## src/rtl/core/gbn_pkg.sv

```systemverilog
// Package for the go-back-n sender window: widths, codes and helpers.
package gbn_pkg;

  // Sequence number width and derived sizes
  localparam int SeqBits  = 4;
  localparam int SeqDepth = 1 << SeqBits;

  localparam logic [SeqBits-1:0] SeqMax = {SeqBits{1'b1}};
  localparam logic [15:0] TimerMax      = 16'hFFFF;
  localparam logic [15:0] TimeoutReset  = 16'd2000;

  // Request kinds
  typedef enum logic [1:0] {
    KIND_TICK = 2'd0,
    KIND_ACK  = 2'd1,
    KIND_SEND = 2'd2,
    KIND_NOP  = 2'd3
  } kind_e;

  // Result actions
  typedef enum logic [2:0] {
    ACT_IDLE    = 3'd0,
    ACT_SENT    = 3'd1,
    ACT_RETX    = 3'd2,
    ACT_ACK_OK  = 3'd3,
    ACT_ACK_IGN = 3'd4,
    ACT_FULL    = 3'd5
  } action_e;

  // Sequencer states
  typedef enum logic [2:0] {
    ST_IDLE,
    ST_COUNT,
    ST_EXEC,
    ST_READ,
    ST_RETX,
    ST_OUT
  } state_e;

  // Sequence number to the 4-bit output fields (zero extend or truncate)
  function automatic logic [3:0] seq_to_out(logic [SeqBits-1:0] s);
    logic [SeqBits+3:0] w;
    w = {4'b0000, s};
    return w[3:0];
  endfunction

  // 4-bit input number to a sequence number
  function automatic logic [SeqBits-1:0] in_to_seq(logic [3:0] a);
    logic [SeqBits+3:0] w;
    w = {{SeqBits{1'b0}}, a};
    return w[SeqBits-1:0];
  endfunction

endpackage

```

## src/rtl/core/go_back_n_sender_window.sv

```systemverilog
// Go-back-n sender window: sequencer, shared modulo subtractor, handle store.
//
//  channel | signals                                      | dir | accepted when
//  --------+----------------------------------------------+-----+----------------------
//  in      | in_valid_i, in_stall_o, kind_i, ack_number_i,| in  | in_valid_i & !in_stall_o
//          | frame_handle_i                               |     |
//  out     | out_valid_o, out_stall_i, action_o,          | out | out_valid_o & !out_stall_i
//          | sequence_res_o, handle_out_o, in_flight_o,   |     |
//          | last_o                                       |     |
//  cfg     | cfg_we_i, cfg_wdata_i (timeout_ticks)        | in  | cfg_we_i
//
// A request passes through accept, outstanding count and decision (both through
// the one shared modulo subtractor), then the result, which waits for the output.
// In a timeout run each frame goes through handle store read, result and hand-off,
// as the store read port is registered; a frame starts after the previous hand-off.
// Reset clears window pointers, timer and sequencer; the handle store is not
// cleared. in_stall_o is high from acceptance until the last result is taken.
module go_back_n_sender_window
  import gbn_pkg::*;
(
  input  logic        clk_i,
  input  logic        rst_ni,
  // configuration
  input  logic        cfg_we_i,
  input  logic [15:0] cfg_wdata_i,
  // request channel
  input  logic        in_valid_i,
  output logic        in_stall_o,
  input  logic [1:0]  kind_i,
  input  logic [3:0]  ack_number_i,
  input  logic [7:0]  frame_handle_i,
  // result channel
  output logic        out_valid_o,
  input  logic        out_stall_i,
  output logic [2:0]  action_o,
  output logic [3:0]  sequence_res_o,
  output logic [7:0]  handle_out_o,
  output logic [3:0]  in_flight_o,
  output logic        last_o
);

  state_e state_q, state_d;

  logic [15:0]        timeout_q;
  logic [SeqBits-1:0] base_q, base_d;
  logic [SeqBits-1:0] next_q, next_d;
  logic [15:0]        timer_q, timer_d;
  logic               active_q, active_d;

  // latched request
  kind_e              kind_q;
  logic [SeqBits-1:0] ack_q;
  logic [7:0]         handle_q;

  logic [SeqBits-1:0] n_q;      // outstanding count
  logic [SeqBits-1:0] rd_ptr_q, rd_ptr_d;
  logic [7:0]         rdata_q;

  // output registers
  action_e            act_q, act_d;
  logic [3:0]         seq_out_q, seq_out_d;
  logic [7:0]         hnd_out_q, hnd_out_d;
  logic [3:0]         flt_out_q, flt_out_d;
  logic               last_q, last_d;

  // handle store
  logic [7:0]         mem [SeqDepth];
  logic               mem_we;

  // shared modulo subtractor
  logic [SeqBits-1:0] alu_a, alu_b, alu_diff;

  always_comb begin
    if (state_q == ST_COUNT) begin
      alu_a = next_q;
    end else begin
      alu_a = ack_q;
    end
    alu_b    = base_q;
    alu_diff = alu_a - alu_b;
  end

  // decision terms used in the execute step, plus retransmit-run and handshake terms
  logic [15:0]        timer_inc;
  logic               timeout_hit;
  logic               ack_in_win;
  logic               win_full;
  logic [SeqBits-1:0] rd_nxt;
  logic               accept_in, accept_out, run_last;

  always_comb begin
    timer_inc   = (timer_q == TimerMax) ? timer_q : timer_q + 16'd1;
    timeout_hit = active_q && (timer_inc > timeout_q);
    ack_in_win  = (alu_diff != '0) && (alu_diff <= n_q);
    win_full    = (n_q == SeqMax);
    rd_nxt      = rd_ptr_q + 1'b1;
    run_last    = (rd_nxt == next_q);
    accept_in   = in_valid_i && !in_stall_o;
    accept_out  = out_valid_o && !out_stall_i;
  end

  // next state
  always_comb begin
    state_d = state_q;
    case (state_q)
      ST_IDLE:  if (accept_in) state_d = ST_COUNT;
      ST_COUNT: state_d = ST_EXEC;
      ST_EXEC: begin
        if (kind_q == KIND_TICK && timeout_hit && n_q != '0) begin
          state_d = ST_READ;
        end else begin
          state_d = ST_OUT;
        end
      end
      ST_READ:  state_d = ST_RETX;
      ST_RETX:  state_d = ST_OUT;
      ST_OUT: begin
        if (accept_out) begin
          if (act_q == ACT_RETX && !last_q) begin
            state_d = ST_READ;
          end else begin
            state_d = ST_IDLE;
          end
        end
      end
      default:  state_d = ST_IDLE;
    endcase
  end

  // datapath and result values
  always_comb begin
    base_d    = base_q;
    next_d    = next_q;
    timer_d   = timer_q;
    active_d  = active_q;
    rd_ptr_d  = rd_ptr_q;
    mem_we    = 1'b0;
    act_d     = act_q;
    seq_out_d = seq_out_q;
    hnd_out_d = hnd_out_q;
    flt_out_d = flt_out_q;
    last_d    = last_q;
    case (state_q)
      ST_EXEC: begin
        act_d     = ACT_IDLE;
        seq_out_d = 4'd0;
        hnd_out_d = 8'd0;
        flt_out_d = seq_to_out(n_q);
        last_d    = 1'b1;
        rd_ptr_d  = base_q;
        case (kind_q)
          KIND_TICK: begin
            if (active_q) begin
              timer_d = timeout_hit ? 16'd0 : timer_inc;
            end
          end
          KIND_ACK: begin
            if (ack_in_win) begin
              base_d    = ack_q;
              timer_d   = 16'd0;
              if (ack_q == next_q) active_d = 1'b0;
              act_d     = ACT_ACK_OK;
              flt_out_d = seq_to_out(n_q - alu_diff);
            end else begin
              act_d = ACT_ACK_IGN;
            end
          end
          KIND_SEND: begin
            if (win_full) begin
              act_d = ACT_FULL;
            end else begin
              mem_we    = 1'b1;
              next_d    = next_q + 1'b1;
              if (!active_q) begin
                active_d = 1'b1;
                timer_d  = 16'd0;
              end
              act_d     = ACT_SENT;
              seq_out_d = seq_to_out(next_q);
              hnd_out_d = handle_q;
              flt_out_d = seq_to_out(n_q + 1'b1);
            end
          end
          default: ;
        endcase
      end
      ST_RETX: begin
        act_d     = ACT_RETX;
        seq_out_d = seq_to_out(rd_ptr_q);
        hnd_out_d = rdata_q;
        flt_out_d = seq_to_out(n_q);
        last_d    = run_last;
      end
      ST_OUT: begin
        if (accept_out && act_q == ACT_RETX && !last_q) rd_ptr_d = rd_nxt;
      end
      default: ;
    endcase
  end

  // control registers
  always_ff @(posedge clk_i or negedge rst_ni) begin
    if (!rst_ni) begin
      state_q   <= ST_IDLE;
      timeout_q <= TimeoutReset;
      base_q    <= '0;
      next_q    <= '0;
      timer_q   <= 16'd0;
      active_q  <= 1'b0;
    end else begin
      state_q   <= state_d;
      if (cfg_we_i) timeout_q <= cfg_wdata_i;
      base_q    <= base_d;
      next_q    <= next_d;
      timer_q   <= timer_d;
      active_q  <= active_d;
    end
  end

  // payload registers
  always_ff @(posedge clk_i) begin
    if (accept_in) begin
      kind_q   <= kind_e'(kind_i);
      ack_q    <= in_to_seq(ack_number_i);
      handle_q <= frame_handle_i;
    end
    if (state_q == ST_COUNT) n_q <= alu_diff;
    rd_ptr_q  <= rd_ptr_d;
    act_q     <= act_d;
    seq_out_q <= seq_out_d;
    hnd_out_q <= hnd_out_d;
    flt_out_q <= flt_out_d;
    last_q    <= last_d;
  end

  // handle store, one write and one registered read port
  always_ff @(posedge clk_i) begin
    if (mem_we) mem[next_q] <= handle_q;
    if (state_q == ST_READ) rdata_q <= mem[rd_ptr_q];
  end

  assign in_stall_o     = (state_q != ST_IDLE);
  assign out_valid_o    = (state_q == ST_OUT);
  assign action_o       = act_q;
  assign sequence_res_o = seq_out_q;
  assign handle_out_o   = hnd_out_q;
  assign in_flight_o    = flt_out_q;
  assign last_o         = last_q;

  // checks
  a_stall_while_out: assert property (@(posedge clk_i) disable iff (!rst_ni)
    out_valid_o |-> in_stall_o)
    else $error("request taken while a result is pending");

  a_single_last: assert property (@(posedge clk_i) disable iff (!rst_ni)
    (out_valid_o && act_q != ACT_RETX) |-> last_q)
    else $error("single result without last");

  a_timer_window: assert property (@(posedge clk_i) disable iff (!rst_ni)
    (state_q == ST_IDLE) |-> (active_q == (next_q != base_q)))
    else $error("timer state disagrees with window occupancy");

  a_accept_seq: assert property (@(posedge clk_i) disable iff (!rst_ni)
    accept_in |=> (state_q == ST_COUNT))
    else $error("sequencer did not start on request");

endmodule

```

## config.mk

```make
export PLATFORM = sky130hd
export DESIGN_NAME = go_back_n_sender_window
export DESIGN_NICKNAME = d
export VERILOG_FILES = /design/src/rtl/core/gbn_pkg.sv /design/src/rtl/core/go_back_n_sender_window.sv
export SDC_FILE = /design/constraint.sdc
export NUM_CORES = 1
export LEC_CHECK = 0
export ABC_AREA = 1
export BUFFER_PORTS_ARGS = -buffer_cell sky130_fd_sc_hd__clkbuf_2
export CAP_MARGIN = 20
export CORE_ASPECT_RATIO = 0.5
export CORE_MARGIN = 4
export CORE_UTILIZATION = 45
export CTS_CLUSTER_SIZE = 30
export DETAILED_ROUTE_END_ITERATION = 7
export PLACE_DENSITY = 0.61
export SYNTH_ARGS = -nofsm -noshare
export SYNTH_HDL_FRONTEND = slang
export SYNTH_SLANG_ARGS = --single-unit
```

## constraint.sdc

```tcl
create_clock -name clk_i -period 2.93 [get_ports clk_i]
set_clock_uncertainty 0.15 [all_clocks]
set_input_delay 0 -clock clk_i [delete_from_list [all_inputs] [get_ports clk_i]]
set_output_delay 0 -clock clk_i [all_outputs]
set_load 0.02 [all_outputs]
```

==> flow_summary.toml <==
[clock_network]
cts_tree = "built"
cts_root_buf = "clkbuf_16"
clk_pin_slew_worst_paths_ps = 60
cts-buffers-inserted = 22
h-tree-depth = 1
cts_sinks = 222
clk_latency_ps = 520
cts_buffer_depth = 3

[drt]
routedWlPerCell_um = 18.5
first_pass_iters = 5
wl_met2_um = 13000
wl_met3_um = 1470
wl_met1_um = 11700
dr.max_layer_used = "met4"
vias = 7850
ant_nets = 0
drc = 0
wl_um = 27300
via_per_inst = 5.33
drt_iter0_markers = 625

[yosys]
yosysTopAreaCellShare_pct = 51.2
synth_seq_cells = 222
syn_inst = 925
syn_avg_cell_area_sq_um = 11.3
ys_top_cells_by_area = "edfxtp_1 (51%), dfrtp_1 (9.1%), nand2_1 (4.9%)"
synth_warnings = 0
synthArstFlopShare_pct = 19.8
synth_area_leader_cell = "edfxtp_1"
syn-num-nets = 997
syn_area_sq_mm = 0.0104
yosysSeqAreaShare_pct = 61.8
yosys_most_used_dff = "edfxtp_1"
synth_edf_count = 178
synth.distinct_cells = 43

[cells_and_area]
drive_above_1_share_pct = 26.7
area_delta_synth_final_pct = 30.0
antennaDiodeCount = 0
nNetsFinal = 1221

[hold_path]
hp-class = "primary input to register"
hold_start = "frame_handle_i[1]"

[sta]
worst_pin_slew_ps = 899
finalSetupViolations = 28
timing.final.crit_share_pct = 107
drv_slew = 0
rsz0062_at_grt = "true"
hold_viol = 0
fmax_ghz = 0.319
setup-tns-final_ps = -3790
relSlewSlack_pct = 39.9
finalCriticalPeriod_ps = 3130
worst_slack_ps = -204

[run_status]
status = "finished with violations"
violations = "negative setup slack"

[die]
dieHeight_um = 116
num_rows = 39
pin_count = 57
core_area_sq_mm = 0.0228
die_x_um = 223
initial_core_util_pct = 45.7
die_area_sq_mm = 0.0259

[placement]
port_buffers = 56
hpwl_um = 16800
place.gp.congestion = 0.874

[setup_path]
critPathSlowestCell = "dfrtp_1"
rr_startpoint = "timer_q[3]"
cpPeakStageDelay_ps = 420
path_class = "register to register"
cp-endpoint = "timer_q[15]"
path_cells = "nand2_1 -> nor2_2 -> nand3_2 -> nor2_4 -> buf_4 -> xor2_1 -> nand2_1 -> ha_1 -> a21oi_1 -> o21ai_0 -> a21oi_2 -> nand2_2 -> nand2_1 -> buf_12 -> nand3_2 -> o21ai_4"
crit_top_cell = "nand2_1"
ff2ff_path_depth = 16
worstPathArrival_ps = 3430
end_kind = "register"
startpoint_type = "register"
worstReg2RegEnd = "timer_q[15]"
setup.worst_path.start = "timer_q[3]"
rrSetupSlack_ps = -200
cp_data_required_time_ps = 3220
crit_path_max_fanout = 16

[power_and_ir_drop]
power.leakage_nw = 5.51
ir_drop_mv = 0.453
p_total_w = 0.0109
power.density_mw_per_mm2 = 805

[grt]
grt.total_usage_pct = 20.0
grt_pass1_wl_um = 41000
grt_pass1_vias = 7733
antenna_found_initial = 0
grt_max_degree = 56
overflow = 0

[flow_run]
maxCapViolations = 0
## metrics by stage
stage	setup WS [ps]	instance area, sq um	util, %	std cells	hold slack [ps]
6_report	-204	13600	59.4	1472	45.1
5_1_grt	-368	13600	59.4	1472	29.5
4_1_cts	-152	13200	57.7	1455	18.3
3_5_place_dp	-312	11500	50.5	1317	-66.8
3_3_place_gp	-171	11500	50.5	1317	-72.2
2_1_floorplan	-126	10500	-	925	-446
## power breakdown
part           switching, W  total, W  internal (W)
combinational       0.00226   0.00399       0.00173
sequential         0.000327   0.00427       0.00395
clock               0.00122   0.00267       0.00145
## how the worst min path moves through the flow
stage                    endpoint  slack, ps  cells after the start
finish                handle_q[1]         50                      2
global route          handle_q[6]         30                      2
CTS                   handle_q[6]         20                      2
detailed placement  timeout_q[13]        -70                      1
global placement    timeout_q[14]        -70                      1
floorplan                active_q       -450                      0
## critical path, delay by kind of cell (launching register included)
kind                     cells  cell delay (ps)
adder cells (fa/ha/maj)      1              310
AO/OA/AOI/OAI                4              670
AND/OR/NAND/NOR              8             1060
XOR/XNOR                     1              130
buffers and inverters        2              300
flip-flops                   1              420
## final cells by class
type	instances	area, sq um
clock inverters	13	88.8
flip-flops and latches	222	6450
clock buffers	27	591
multi-input cells	566	3760
inverters	101	382
well taps	307	384
fillers	1821	9260
repair buffers	236	1920
## repair_timing
action	in CTS	in global routing
gates cloned	0	3
hold buffers	67	0
resized for setup	17	51
endpoints found under the hold margin	95	0
buffers inserted	31	13
pin swaps	10	33
setup endpoints to repair	30	30
## metal layers
metal	global-route usage (%)	vias to the layer above
li1	-	3702
met1	26.7	3825
met2	33.5	244
met3	3.37	79
met4	7.84	0
met5	0	-
## synthesized netlist by cell type, types with 2 or more instances
library cell	count
nand2_2	7
fa_1	2
nand3_1	37
a21oi_1	56
nor3_2	3
nor2_1	46
o21a_1	2
xor2_1	18
nand3_2	4
o21ai_0	92
inv_2	5
buf_2	9
nor2_2	6
o21ai_1	4
mux2i_1	32
buf_1	2
inv_1	94
o211ai_1	33
dfstp_2	6
o31ai_1	2
edfxtp_1	178
nand4_1	14
nor2_4	2
buf_6	4
o21ai_2	14
clkinv_1	2
ha_1	35
clkbuf_1	21
nand2_1	137
a31oi_1	2
xnor2_1	6
dfrtp_1	38
nor3_1	2
## kinds of logic after synthesis
kind of cell    count (synthesis)  share of synthesized area (%)
buf+inv                       137                           5.32
mux                            33                           3.17
xor+xnor                       24                           2.01
flops                         222                           61.8
fa+ha+maj                      37                           4.58
simple gates                  264                           11.5
compound gates                208                           11.6
## state kept, by name, summed over array words and instances, names as in the netlist
signal	flops
state_q	3
handle_q	8
kind_q	2
action_o	3
ack_q	4
mem	128
timer_q	16
alu_b	4
last_o	1
in_flight_o	4
handle_out_o	8
next_q	4
timeout_q	16
rd_ptr_q	4
active_q	1
rdata_q	8
sequence_res_o	4
n_q	4
## layout by cell type (no fill, tap or decap), drive strengths merged, types with 2 or more instances in the layout
cell / count
edfxtp: 178
nand2: 145
buf: 111
o21ai: 110
inv: 99
clkbuf: 85
dlygate4sd3: 67
a21oi: 56
nor2: 54
nand3: 42
dfrtp: 38
ha: 35
o211ai: 33
mux2i: 32
xor2: 18
nand4: 14
clkinv: 13
dfstp: 6
xnor2: 6
nor3: 5
o31ai: 2
o21a: 2
fa: 2
clkinvlp: 2
a31oi: 2
(Power assumes the default switching activity.)
